===== config.mk =====
export PLATFORM = sky130hd
export DESIGN_NAME = frame_dedup_reassembler_core
export DESIGN_NICKNAME = d
export VERILOG_FILES = /design/src/hdl/frdr_pkg.sv /design/src/hdl/frdr_seq_filter.sv /design/src/hdl/frdr_asm_tracker.sv /design/src/hdl/frame_dedup_reassembler_core.sv
export SDC_FILE = /design/constraint.sdc
export NUM_CORES = 1
export LEC_CHECK = 0
export BUFFER_PORTS_ARGS = -buffer_cell sky130_fd_sc_hd__buf_2
export CAP_MARGIN = 20
export CORE_MARGIN = 2
export CORE_UTILIZATION = 56
export CTS_CLUSTER_DIAMETER = 120
export DETAILED_ROUTE_END_ITERATION = 16
export GPL_ROUTABILITY_DRIVEN = 0
export PLACE_DENSITY = 0.75
export SLEW_MARGIN = 20
export SYNTH_ARGS = -nofsm -noshare
export SYNTH_HDL_FRONTEND = slang
export SYNTH_HIERARCHICAL = 1
export SYNTH_SLANG_ARGS = --single-unit

===== constraint.sdc =====
create_clock -name clock -period 5 [get_ports clock]
set_input_delay 0.5 -clock clock [delete_from_list [all_inputs] [get_ports clock]]
set_output_delay 0.5 -clock clock [all_outputs]
set_load 0.005 [all_outputs]

===== src/hdl/frdr_pkg.sv =====
// Shared types and constants for the frame dedup / reassembly core.
// Used by frdr_seq_filter, frdr_asm_tracker and frame_dedup_reassembler_core.
package frdr_pkg;

   localparam int MAX_DEVICES_DEF   = 64;
   localparam int MAX_FRAGMENTS_DEF = 10;
   localparam int CHUNK_BYTES_DEF   = 25;

   localparam logic [7:0] HEARTBEAT_INDEX = 8'hFF;
   localparam logic [7:0] IDLE_SOURCE     = 8'hFF;

   typedef enum logic [2:0] {
      VERDICT_CRC    = 3'd0,
      VERDICT_DUP    = 3'd1,
      VERDICT_HB     = 3'd2,
      VERDICT_BAD    = 3'd3,
      VERDICT_STORED = 3'd4,
      VERDICT_READY  = 3'd5
   } verdict_type;

   typedef struct packed {
      logic       crc_ok;
      logic [7:0] source_dev;
      logic [7:0] seq_num;
      logic [7:0] frag_index;
      logic [7:0] frag_count;
      logic [7:0] payload_len;
   } req_type;

   typedef struct packed {
      verdict_type verdict;
      logic        clear_buffer;
      logic        store_payload;
      logic [7:0]  buffer_offset;
      logic        from_buffer;
      logic [7:0]  message_length;
   } rsp_type;

   // Pipeline control handed from the top level to the state holders.
   typedef struct packed {
      logic accept;   // header transaction taken into the lookup stage
      logic commit;   // header in the lookup stage moves on, state updates
   } stage_ctl_type;

endpackage


===== src/hdl/frdr_seq_filter.sv =====
// Per-device last-sequence memory with known bits and a write bypass.
// Depends on frdr_pkg.
module frdr_seq_filter #(
   parameter int MaxDevices = frdr_pkg::MAX_DEVICES_DEF
) (
   input  logic                  clock,
   input  logic                  reset,
   input  frdr_pkg::stage_ctl_type ctl,
   input  frdr_pkg::req_type     req_item,
   input  frdr_pkg::req_type     s1_item,
   output logic                  dup
);

   localparam int DevAw = (MaxDevices > 1) ? $clog2(MaxDevices) : 1;
   localparam logic [8:0] MaxDevW = 9'(MaxDevices);

   logic [7:0]            seq_mem_ff [MaxDevices];
   logic [MaxDevices-1:0] known_ff;
   logic [7:0]            rd_ff;
   logic                  byp_hit_ff;
   logic [7:0]            byp_data_ff;

   logic             rd_tracked;
   logic [DevAw-1:0] rd_addr;
   logic             s1_tracked;
   logic [DevAw-1:0] s1_addr;
   logic [7:0]       last_seq;
   logic             wr_en;

   assign rd_tracked = {1'b0, req_item.source_dev} < MaxDevW;
   assign rd_addr    = req_item.source_dev[DevAw-1:0];
   assign s1_tracked = {1'b0, s1_item.source_dev} < MaxDevW;
   assign s1_addr    = s1_item.source_dev[DevAw-1:0];

   // Take the value that was being written when this read was taken, if that write hit the same entry
   assign last_seq = byp_hit_ff ? byp_data_ff : rd_ff;
   assign dup      = s1_tracked && known_ff[s1_addr] && (last_seq == s1_item.seq_num);
   assign wr_en    = ctl.commit && s1_item.crc_ok && s1_tracked && !dup;

   always_ff @(posedge clock) begin
      if (wr_en) begin
         seq_mem_ff[s1_addr] <= s1_item.seq_num;
      end
      if (ctl.accept) begin
         rd_ff       <= seq_mem_ff[rd_addr];
         byp_hit_ff  <= wr_en && rd_tracked && (s1_addr == rd_addr);
         byp_data_ff <= s1_item.seq_num;
      end
   end

   always_ff @(posedge clock) begin
      if (reset) begin
         known_ff <= '0;
      end else if (wr_en) begin
         known_ff[s1_addr] <= 1'b1;
      end
   end

`ifndef SYNTH
   a_write_tracked : assert property (@(posedge clock) disable iff (reset)
      wr_en |-> s1_tracked && !dup)
      else $error("sequence write for untracked device or duplicate");
   a_known_after_write : assert property (@(posedge clock) disable iff (reset)
      wr_en |=> known_ff[$past(s1_addr)])
      else $error("known bit not set after sequence write");
   a_dup_needs_known : assert property (@(posedge clock) disable iff (reset)
      dup |-> known_ff[s1_addr])
      else $error("duplicate flagged on unknown device");
`endif

endmodule


===== src/hdl/frdr_asm_tracker.sv =====
// Reassembly tracker: verdict decode and single-message fragment bookkeeping.
// Depends on frdr_pkg.
module frdr_asm_tracker #(
   parameter int MaxFragments = frdr_pkg::MAX_FRAGMENTS_DEF,
   parameter int ChunkBytes   = frdr_pkg::CHUNK_BYTES_DEF
) (
   input  logic                    clock,
   input  logic                    reset,
   input  frdr_pkg::stage_ctl_type ctl,
   input  frdr_pkg::req_type       item,
   input  logic                    dup,
   output frdr_pkg::rsp_type       result
);

   localparam int BufBytes = MaxFragments * ChunkBytes;
   localparam int FragAw   = $clog2(MaxFragments);
   localparam int CntW     = $clog2(MaxFragments + 1);
   localparam int LenW     = $clog2(BufBytes + 1);
   localparam int SumW     = $clog2(BufBytes + 256);
   localparam logic [8:0]      MaxFragW = 9'(MaxFragments);
   localparam logic [SumW-1:0] BufW     = SumW'(BufBytes);

   logic [7:0]              asm_source_ff, asm_source_in;
   logic [7:0]              asm_total_ff,  asm_total_in;
   logic [MaxFragments-1:0] asm_mask_ff,   asm_mask_in;
   logic [CntW-1:0]         asm_count_ff,  asm_count_in;
   logic [LenW-1:0]         asm_length_ff, asm_length_in;

   logic              is_bad;
   logic [FragAw-1:0] idx_lo;
   logic [SumW-1:0]   offset;
   logic [SumW-1:0]   chunk_end;
   logic              fits;

   assign is_bad    = ({1'b0, item.frag_count} > MaxFragW) || (item.frag_index >= item.frag_count);
   assign idx_lo    = item.frag_index[FragAw-1:0];
   assign offset    = SumW'(idx_lo) * SumW'(ChunkBytes);
   assign chunk_end = offset + SumW'(item.payload_len);
   assign fits      = chunk_end <= BufW;

   always_comb begin
      result         = '0;
      result.verdict = frdr_pkg::VERDICT_CRC;
      asm_source_in  = asm_source_ff;
      asm_total_in   = asm_total_ff;
      asm_mask_in    = asm_mask_ff;
      asm_count_in   = asm_count_ff;
      asm_length_in  = asm_length_ff;
      if (!item.crc_ok) begin
         result.verdict = frdr_pkg::VERDICT_CRC;
      end else if (dup) begin
         result.verdict = frdr_pkg::VERDICT_DUP;
      end else if (item.frag_index == frdr_pkg::HEARTBEAT_INDEX) begin
         result.verdict = frdr_pkg::VERDICT_HB;
      end else if (is_bad) begin
         result.verdict = frdr_pkg::VERDICT_BAD;
      end else if (item.frag_count == 8'd1) begin
         result.verdict        = frdr_pkg::VERDICT_READY;
         result.message_length = (SumW'(item.payload_len) > BufW) ? 8'(BufBytes)
                                                                   : item.payload_len;
      end else begin
         // Restart on a new source or a new fragment total
         if ((asm_source_ff != item.source_dev) || (asm_total_ff != item.frag_count)) begin
            asm_source_in       = item.source_dev;
            asm_total_in        = item.frag_count;
            asm_mask_in         = '0;
            asm_count_in        = '0;
            asm_length_in       = '0;
            result.clear_buffer = 1'b1;
         end
         if (fits) begin
            result.store_payload = 1'b1;
            result.buffer_offset = 8'(offset);
            if (item.frag_index == item.frag_count - 8'd1) begin
               asm_length_in = LenW'(chunk_end);
            end
            if (!asm_mask_in[idx_lo]) begin
               asm_count_in = CntW'(asm_count_in + 1'b1);
            end
            asm_mask_in[idx_lo] = 1'b1;
         end
         if (8'(asm_count_in) >= asm_total_in) begin
            result.verdict        = frdr_pkg::VERDICT_READY;
            result.from_buffer    = 1'b1;
            result.message_length = 8'(asm_length_in);
            asm_source_in         = frdr_pkg::IDLE_SOURCE;
            asm_total_in          = '0;
         end else begin
            result.verdict = frdr_pkg::VERDICT_STORED;
         end
      end
   end

   always_ff @(posedge clock) begin
      if (reset) begin
         asm_source_ff <= frdr_pkg::IDLE_SOURCE;
         asm_total_ff  <= '0;
         asm_mask_ff   <= '0;
         asm_count_ff  <= '0;
         asm_length_ff <= '0;
      end else if (ctl.commit) begin
         asm_source_ff <= asm_source_in;
         asm_total_ff  <= asm_total_in;
         asm_mask_ff   <= asm_mask_in;
         asm_count_ff  <= asm_count_in;
         asm_length_ff <= asm_length_in;
      end
   end

`ifndef SYNTH
   a_count_matches_mask : assert property (@(posedge clock) disable iff (reset)
      32'(asm_count_ff) == $countones(asm_mask_ff))
      else $error("fragment count disagrees with received mask");
   a_length_in_buffer : assert property (@(posedge clock) disable iff (reset)
      32'(asm_length_ff) <= BufBytes)
      else $error("reassembly length beyond buffer");
`endif

endmodule


===== src/hdl/frame_dedup_reassembler_core.sv =====
// Frame dedup / reassembly core: top level with the lookup stage and result register.
// Depends on frdr_pkg, frdr_seq_filter and frdr_asm_tracker.
//
// Usage:
//   req_valid/req_stall/req_data carry one received frame header per transaction
//   (CRC status, source, sequence, fragment index/count, chunk length).
//   rsp_valid/rsp_stall/rsp_data return exactly one verdict per header, in order,
//   telling the payload side whether to clear the buffer, where to write the
//   chunk and where a finished message comes from.
//   A header accepted goes into the lookup stage register; its verdict is registered into rsp_data when it commits.
//   Throughput: one header per cycle while rsp_stall is low. The per-device sequence table is a
//   synchronous memory read when the header is taken and written back in the
//   lookup stage; a bypass register covers a read of the entry written in the
//   same cycle, so back-to-back headers from one device see each other.
//   Reset clears the known bits of the sequence table (flip-flops, at once) and
//   puts the reassembly idle; the table contents need no clearing pass.
//   While rsp_stall holds, the verdict holds in the result register; one more
//   header waits in the lookup stage and then req_stall rises.
module frame_dedup_reassembler_core #(
   parameter int MaxDevices   = frdr_pkg::MAX_DEVICES_DEF,
   parameter int MaxFragments = frdr_pkg::MAX_FRAGMENTS_DEF,
   parameter int ChunkBytes   = frdr_pkg::CHUNK_BYTES_DEF
) (
   input  logic              clock,
   input  logic              reset,
   input  logic              req_valid,
   output logic              req_stall,
   input  frdr_pkg::req_type req_data,
   output logic              rsp_valid,
   input  logic              rsp_stall,
   output frdr_pkg::rsp_type rsp_data
);

   logic              s1_valid_ff;
   frdr_pkg::req_type s1_data_ff;
   logic              rsp_valid_ff;
   frdr_pkg::rsp_type rsp_data_ff;

   frdr_pkg::stage_ctl_type ctl;
   frdr_pkg::rsp_type       s1_result;
   logic                    s1_dup;

   assign ctl.commit = s1_valid_ff && (!rsp_valid_ff || !rsp_stall);
   assign req_stall  = s1_valid_ff && !ctl.commit;
   assign ctl.accept = req_valid && !req_stall;

   frdr_seq_filter #(
      .MaxDevices(MaxDevices)
   ) u_seq_filter (
      .clock    (clock),
      .reset    (reset),
      .ctl      (ctl),
      .req_item (req_data),
      .s1_item  (s1_data_ff),
      .dup      (s1_dup)
   );

   frdr_asm_tracker #(
      .MaxFragments(MaxFragments),
      .ChunkBytes  (ChunkBytes)
   ) u_asm_tracker (
      .clock  (clock),
      .reset  (reset),
      .ctl    (ctl),
      .item   (s1_data_ff),
      .dup    (s1_dup),
      .result (s1_result)
   );

   always_ff @(posedge clock) begin
      if (reset) begin
         s1_valid_ff <= 1'b0;
      end else if (ctl.accept) begin
         s1_valid_ff <= 1'b1;
      end else if (ctl.commit) begin
         s1_valid_ff <= 1'b0;
      end
   end

   always_ff @(posedge clock) begin
      if (ctl.accept) begin
         s1_data_ff <= req_data;
      end
   end

   always_ff @(posedge clock) begin
      if (reset) begin
         rsp_valid_ff <= 1'b0;
      end else if (ctl.commit) begin
         rsp_valid_ff <= 1'b1;
      end else if (!rsp_stall) begin
         rsp_valid_ff <= 1'b0;
      end
   end

   always_ff @(posedge clock) begin
      if (ctl.commit) begin
         rsp_data_ff <= s1_result;
      end
   end

   assign rsp_valid = rsp_valid_ff;
   assign rsp_data  = rsp_data_ff;

`ifndef SYNTH
   a_stage_holds : assert property (@(posedge clock) disable iff (reset)
      s1_valid_ff && !ctl.commit |=> s1_valid_ff && $stable(s1_data_ff))
      else $error("lookup stage lost a held header");
   a_delivery_fields : assert property (@(posedge clock) disable iff (reset)
      rsp_valid_ff && (rsp_data_ff.verdict != frdr_pkg::VERDICT_READY)
      |-> !rsp_data_ff.from_buffer && (rsp_data_ff.message_length == 8'd0))
      else $error("delivery fields set without a ready message");
   a_store_verdict : assert property (@(posedge clock) disable iff (reset)
      rsp_valid_ff && rsp_data_ff.store_payload
      |-> (rsp_data_ff.verdict == frdr_pkg::VERDICT_STORED)
       || (rsp_data_ff.verdict == frdr_pkg::VERDICT_READY))
      else $error("payload store on a rejected header");
`endif

endmodule

==> key figures, run 1 <==
Run status
  – Status: completed

Power and ir drop
  – Net Sw Frac: 22.2%
  – Sw Pwr: 2.80 mW
  – Peak VDD IR: 0.000408 V
  – P per Cell Area: 375 nW/um^2
  – Register share of total power: 50.6%
  – Total power: 12.6 mW
  – Leakage Power: 10.9 nW
  – Clk network pwr share: 41.7%
  – Combinational share of power: 7.7%
  – Power Internal: 9.82 mW

Final layout
  – Final nets: 1921
  – Layout cell share with drive strength beyond 1: 31.4%
  – Layout Cells excl Fill: 2577
  – Diode count: 0
  – Final core occ: 64.2%
  – Area grow syn2layout: 13.7%

Synthesis
  – Largest family of logic cells by synthesized area: multiplexers
  – Post-synth EDFFs: 592
  – Instance count of the mapped netlist: 1690
  – Simple-gate share of the synthesized area: 5.29%
  – Distinct cell type count after synthesis: 95
  – Adder-cell share of the synthesized area: 1.80%
  – Syn_nets: 1777
  – Syn avg cell area: 17.5 sq um
  – Cell Area, Synth: 29600 sq um
  – Synth Area in Compound Gates: 7.09%
  – Async S/R FF share, synth: 0%
  – Mux cell area share after synthesis: 14.3%
  – Sequential-to-total area share from yosys stat: 67.0%
  – Synth Warn #: 6
  – Ys flop type: edfxtp_1
  – FF+latch count, synth: 696
  – Synth Area in XOR/XNOR: 1.44%

Route
  – Met2 WL post-DR: 33200 microns
  – Met3 Routed Length: 5610 microns
  – DRT antenna net count: 0
  – Routed vias: 16500
  – Detailed-route DRC error count: 0
  – Vias/cell: 6.40
  – Highest metal used: met4
  – Wl on met1: 27800 microns
  – Pre-Repair DR Iteration Count: 5
  – DR iter-0 viols: 1790
  – Avg WL per Cell: 26.6 microns
  – Routed Wire Length: 68500 microns

STA
  – Setup Skew: 0.0263 ns
  – Setup violations, final: 0
  – Peak Freq: 205 MHz
  – Crit share post-route: 97.6%
  – Final Critical Period: 4.88 ns
  – Max-slew violation count: 0
  – Final Hold Vio Count: 0
  – Rel. slew slack: 29.2%
  – PnR worst setup slack: 0.122 ns
  – Worst-Margin Slew: 1.06 ns

Floorplan
  – Num ports: 69
  – Die Wd: 234 microns
  – Core ar.: 52400 sq um
  – Starting Density: 56.5%
  – Die Ht: 234 microns
  – # rows: 84
  – Total die area: 54800 sq um

Setup path
  – CP delay by family, top: compound AO/OA/AOI/OAI gates
  – CP Launch Type: flip-flop
  – CP Capture Type: flip-flop
  – Data arrival, critical path: 5.25 ns
  – Slowest CP cell: or4_1
  – CP Class: reg -> reg
  – CP max stage delay: 0.54 ns
  – CP Max Fanout: 4
  – CP required: 5.37 ns
  – Buffers and inverters on the worst path: 2
  – Crit path top cell by count: ha_1
  – CP cell instances: inv_1 -> ha_1 -> ha_1 -> ha_1 -> xnor2_2 -> ha_2 -> or4_1 -> o22ai_2 -> xnor2_2 -> o21a_1 -> nand2_2 -> xor2_1 -> ha_1 -> nand2b_1 -> a21o_1 -> a21o_1 -> a21oi_4 -> buf_6 -> a21o_1 -> a21boi_0 -> o21a_1

Global route
  – Grt ovf: 0
  – Initial antenna violation count: 0
  – Global-route wire length before repair: 103000 microns
  – Pin count of the biggest net entering global routing: 97
  – Total Routing Usage GR: 25.6%
  – Number of global-route vias before repair: 16700

CTS
  – # H-tree levels: 3
  – CTS tree: built
  – Clk root buf: clkbuf_16
  – Clock tree buffer depth: 3
  – CTS buffer count: 71
  – Clock Sinks: 696
  – CTS Hold Bufs: 0
  – Reg clk slew, reported paths: 0.06 ns
  – Skew-Pair Late Insertion Delay: 0.62 ns

Placement
  – Placed Cells: 2441
  – PortBufs: 68
  – Pre-CTS WS: -0.0289 ns
  – HPWL after detailed placement: 42300 microns

Min path
  – Min-delay worst type: in -> reg

Flow run
  – Max cap viols: 0
[repair_timing]
action                                  in CTS  in global routing
resized for setup                            3                 20
pin swaps                                    0                  5
endpoints found under the setup margin       5                 20
buffers inserted                             1                  7
[cell usage in the layout, fill, tap and decap left out, drive strengths merged, types with 7 or more instances in the layout]
cell    synthesis  final
edfxtp        592    592
mux4          174    174
buf            54    174
dfxtp         104    104
inv            94     96
clkbuf         50     90
nor3           77     77
o32ai          66     66
nand2          57     57
nor2           43     43
ha             41     41
a21oi          29     29
clkinv          1     28
mux2i          27     27
o21ai          27     27
xor2           26     26
xnor2          22     22
or2            20     20
nand3          18     18
nand4          12     12
a32o           11     11
a211oi         10     10
and2           10     10
a21o            8      8
nor2b           8      8
a22oi           8      8
o211ai          8      8
bufinv          0      7
and3            7      7
o22ai           7      7
[cells in the mapped netlist, types with 6 or more instances]
| cell | count | area (sq um) |
|---|---|---|
| edfxtp_1 | 592 | 17800 |
| ha_1 | 41 | 513 |
| and3_1 | 6 | 37.5 |
| buf_2 | 24 | 120 |
| nand3_1 | 16 | 80.1 |
| a21oi_1 | 27 | 135 |
| mux4_2 | 174 | 3920 |
| a211oi_1 | 10 | 75.1 |
| o22ai_1 | 7 | 43.8 |
| nand4_1 | 10 | 62.6 |
| a21o_1 | 8 | 60.1 |
| or2_2 | 18 | 113 |
| buf_1 | 8 | 30.0 |
| mux2i_1 | 27 | 270 |
| and2_1 | 10 | 62.6 |
| o32ai_2 | 56 | 911 |
| o21ai_1 | 13 | 65.1 |
| nand2_1 | 57 | 214 |
| xor2_1 | 26 | 228 |
| inv_1 | 94 | 353 |
| a32o_1 | 11 | 110 |
| nand2b_1 | 6 | 37.5 |
| nor2_1 | 42 | 158 |
| xnor2_1 | 21 | 184 |
| buf_4 | 7 | 52.6 |
| o32ai_1 | 10 | 87.6 |
| a22oi_1 | 8 | 60.1 |
| o21ai_0 | 13 | 65.1 |
| o211ai_1 | 6 | 45.0 |
| dfxtp_1 | 104 | 2080 |
| nor2b_1 | 8 | 50.1 |
| nor3_1 | 74 | 370 |
| clkbuf_1 | 50 | 188 |
| buf_6 | 15 | 169 |
[area by class of cell]
cell class | count | area [sq um]
Clock inverter | 39 | 388
Timing Repair Buffer | 175 | 1200
Multi-Input combinational cell | 795 | 9090
Clock buffer | 89 | 1920
Fill cell | 3440 | 18800
Sequential cell | 696 | 19900
Tap cell | 688 | 861
Inverter | 95 | 357
[sequential cells by signal, indices dropped and copies added, names as in the netlist, 4 cells and up]
| signal | count |
|---|---|
| u_seq_filter/seq_mem_ff | 512 |
| u_seq_filter/known_ff | 64 |
| u_asm_tracker/asm_length_ff | 8 |
| rsp_data | 22 |
| u_asm_tracker/asm_source_ff | 8 |
| u_seq_filter/byp_data_ff | 8 |
| u_asm_tracker/asm_total_ff | 8 |
| u_asm_tracker/asm_mask_ff | 10 |
| u_seq_filter/rd_ff | 8 |
| s1_data_ff | 41 |
| u_asm_tracker/asm_count_ff | 4 |
[through the flow]
step / hold slack (ns) / instance area [sq um] / setup TNS, ns
6_report: 0.0526 / 33700 / 0
5_1_grt: 0.0318 / 33700 / -0.615
4_1_cts: 0.0259 / 33500 / 0
3_5_place_dp: 0.447 / 31200 / -0.110
3_3_place_gp: 0.438 / 31100 / 0
2_1_floorplan: 0.423 / 29600 / 0
[logic make-up (layout without fill, tap and decap cells)]
kind of cell    Yosys count  in the layout
flops                   696            696
simple gates            285            285
compound gates          216            216
mux                     204            204
buf+inv                 199            398
xor+xnor                 48             48
fa+ha+maj                42             42
[power groups by stage]
| stage | clock network [mW] | logic, mW | registers, mW |
|---|---|---|---|
| after floorplan | 0 | 0.587 | 6.53 |
| after global placement | 0 | 0.878 | 6.51 |
| after detailed placement | 0 | 0.912 | 6.51 |
| after CTS | 5.36 | 0.921 | 6.39 |
| after global routing | 5.55 | 1.03 | 6.39 |
| final | 5.26 | 0.968 | 6.39 |
[per-layer routing]
layer | up-vias | global-route usage [%]
met5 | - | 0
met4 | 0 | 7.99
met3 | 133 | 5.46
met2 | 775 | 40.4
met1 | 8504 | 36.1
li1 | 7085 | -
[path summary, 6_finish.rpt]
kind / start / endpoint / slack, ns / cells after the start
setup reg to reg: s1_data_ff[19]$_DFFE_PP_ / rsp_data[19]$_DFFE_PP_ / 0.12 / 21
setup / recovery: s1_data_ff[19]$_DFFE_PP_ / rsp_data[19]$_DFFE_PP_ / 0.12 / 21
hold reg to reg: u_seq_filter/known_ff[63]$_SDFFE_PP0N_ / u_seq_filter/known_ff[63]$_SDFFE_PP0N_ / 0.46 / 2
hold / removal: req_data[6] / s1_data_ff[6]$_DFFE_PP_ / 0.05 / 1
No activity file was read; power rests on OpenSTA's default activity.
==> inputs of run 2 (changes only) <==
- CORE_UTILIZATION: 56 -> 65
- PLACE_DENSITY: 0.75 -> 0.82
- clock period: 5 -> 6.17 ns (I/O delays scaled with it)
==> run 2 against run 1 <==
Net effect: fmax fell by 15%; total power fell by 20%; first-iteration DRC count rose by 22%; largest cell class unchanged.
==> key figures, run 2 (same netlist as run 1, synthesis figures left out) <==
STA
  – Final Hold Vio Count: 0 (unchanged)
  – RSZ-0062 raised after global routing: no
  – Setup violations, final: 0 (unchanged)
  – Final Critical Period: 5.77 ns (was 4.88 ns)
  – Peak Freq: 173 MHz (was 205 MHz)
  – Max-slew violation count: 0 (unchanged)
  – Worst-Margin Slew: 1.14 ns (was 1.06 ns)
  – Setup TNS: 0 ns (unchanged)
  – Crit share post-route: 93.5% (was 97.6%)
  – Setup Skew: 0.0240 ns (was 0.0263 ns)
  – Rel. slew slack: 24.3% (was 29.2%)

Final layout
  – Diode count: 0 (unchanged)
  – Most flop-heavy register: u_seq_filter/seq_mem_ff (unchanged)
  – Post-route cell area: 33100 sq um (was 33700 sq um)
  – Commonest cells after routing, fill and taps aside: 592 x edfxtp_1, 174 x mux4_2, 104 x dfxtp_1 (unchanged)
  – Final core occ: 73.3% (was 64.2%)
  – Area grow syn2layout: 11.8% (was 13.7%)
  – Max reg flops: 512 (unchanged)
  – Commonest non-fill, non-tap cell in the layout: edfxtp_1 (unchanged)
  – Layout cell share with drive strength beyond 1: 29.3% (was 31.4%)
  – Final nets: 1881 (was 1921)
  – Top Registers: u_seq_filter/seq_mem_ff x512, u_seq_filter/known_ff x64, s1_data_ff x41 (unchanged)

CTS
  – Clock Sinks: 696 (unchanged)
  – CTS buffer count: 69 (was 71)
  – Clk root buf: clkbuf_16 (unchanged)
  – Clock tree buffer depth: 3 (unchanged)
  – CTS tree: built (unchanged)
  – Skew-Pair Late Insertion Delay: 0.61 ns (was 0.62 ns)
  – CTS Hold Bufs: 0 (unchanged)
  – Reg clk slew, reported paths: 0.06 ns (about the same)
  – # H-tree levels: 3 (unchanged)

Route
  – Routed vias: 16900 (was 16500)
  – Avg WL per Cell: 28.9 microns (was 26.6 microns)
  – Routed Wire Length: 70800 microns (was 68500 microns)
  – DRT antenna net count: 0 (unchanged)
  – DR iter-0 viols: 2185 (was 1790)
  – Pre-Repair DR Iteration Count: 6 (was 5)
  – Vias/cell: 6.89 (was 6.40)
  – Detailed-route DRC error count: 0 (unchanged)

Run status
  – Status: completed (unchanged)

Global route
  – Number of global-route vias before repair: 17000 (was 16700)
  – Met1 usage: 41.6% (was 36.1%)
  – Grt ovf: 0 (unchanged)
  – Global-route wire length before repair: 107000 microns (was 103000 microns)
  – Met2 Usage GRT: 50.1% (was 40.4%)
  – Initial antenna violation count: 1 (was 0)
  – Pin count of the biggest net entering global routing: 131 (was 97)
  – Grt peak-use layer: met2 (unchanged)
  – Total Routing Usage GR: 30.5% (was 25.6%)
  – Met3 usage: 5.76% (was 5.46%)

Min path
  – Min-delay worst type: in -> reg (unchanged)

Setup path
  – CP Class: reg -> reg (unchanged)
  – CP Capture Type: flip-flop (unchanged)
  – FF-to-FF setup slack: 0.40 ns (was 0.12 ns)
  – CP Launch Type: flip-flop (unchanged)
  – CP Max Fanout: 10 (was 4)
  – CP required: 6.63 ns (was 5.37 ns)
  – Data arrival, critical path: 6.22 ns (was 5.25 ns)

Power and ir drop
  – P per Cell Area: 305 nW/um^2 (was 375 nW/um^2)
  – Leakage Power: 10.7 nW (was 10.9 nW)
  – Total power: 10.1 mW (was 12.6 mW)
  – Peak VDD IR: 0.000388 V (was 0.000408 V)

Placement
  – PortBufs: 68 (unchanged)
  – Cell Area, Placed: 30800 sq um (was 31200 sq um)
  – HPWL after detailed placement: 40900 microns (was 42300 microns)

Floorplan
  – Die Wd: 217 microns (was 234 microns)
  – # rows: 78 (was 84)
  – Core ar.: 45200 sq um (was 52400 sq um)
  – Num ports: 69 (unchanged)
  – Starting Density: 65.6% (was 56.5%)
  – Die Ht: 217 microns (was 234 microns)
  – Total die area: 47300 sq um (was 54800 sq um)

Flow run
  – Max cap viols: 0 (unchanged)
-- run 2: cell count changes in the layout (fill, tap and decap cells not counted), sizes merged --
cell	delta
buf	-38
clkinv	-3
inv	+2
clkbuf	-1
-- run 2: stage by stage --
step | worst slack [ns] | cells | hold slack (ns)
2_1_floorplan | 0.866 | 1690 | 0.423
3_3_place_gp | 0.539 | 2316 | 0.438
3_5_place_dp | 0.298 | 2320 | 0.443
4_1_cts | 0.189 | 2446 | 0.170
5_1_grt | 0.0948 | 2449 | 0.171
6_report | 0.404 | 2449 | 0.192
-- run 2: final timing paths --
check                                                     end  depth (start not counted)                                   startpoint
setup / recovery  u_asm_tracker/asm_source_ff[5]$_SDFFE_PP1P_                         24                     s1_data_ff[17]$_DFFE_PP_
hold / removal                        s1_data_ff[8]$_DFFE_PP_                          1                                  req_data[8]
setup reg to reg  u_asm_tracker/asm_source_ff[5]$_SDFFE_PP1P_                         24                     s1_data_ff[17]$_DFFE_PP_
hold reg to reg   u_asm_tracker/asm_length_ff[4]$_SDFFE_PP0P_                          2  u_asm_tracker/asm_length_ff[4]$_SDFFE_PP0P_
-- run 2: area by class of cell --
cell class              count  area, sq um
inverters                  95          357
multi-input cells         795         9010
fillers                  2539        12100
clock inverters            38          384
repair buffers            137          900
well taps                 600          751
clock buffers              88         1870
flip-flops and latches    696        19900
-- run 2: metal layers --
| metal | up-vias | wire [microns] | part of all wire [%] |
|---|---|---|---|
| met2 | 1027 | 35500 | 50 |
| li1 | 6989 | - | - |
| met4 | 2 | 2170 | 3.1 |
| met1 | 8687 | 26600 | 38 |
| met5 | - | 18 | 0.025 |
| met3 | 172 | 6530 | 9.2 |
-- run 2: critical path, cell delays in order, from the launching register on --
cell	delay (ns)
edfxtp_1	0.60
inv_1	0.17
ha_1	0.31
ha_1	0.22
nor2b_1	0.13
o21ai_0	0.13
o21ai_0	0.11
nand2_1	0.10
xnor2_1	0.10
ha_1	0.21
or4_1	0.54
o22ai_1	0.25
xnor2_2	0.23
o21a_1	0.33
nand2_1	0.15
xor2_1	0.19
ha_1	0.29
nand2b_1	0.14
a21o_1	0.17
a21o_1	0.18
a21oi_2	0.31
buf_4	0.21
o21ai_1	0.19
a21oi_1	0.25
o21ai_1	0.10
-- run 2: power by group --
group          internal (mW)  switching [mW]  leakage (nW)
clock network           2.45            1.76          1.10
registers               5.14          0.0403          6.20
logic                  0.266           0.448          3.39
total                   7.86            2.25          10.7
-- run 2: timing repair --
item,4_1_cts,5_1_grt
gates resized for setup,0,2
setup endpoints to repair,0,20
setup buffers,0,3
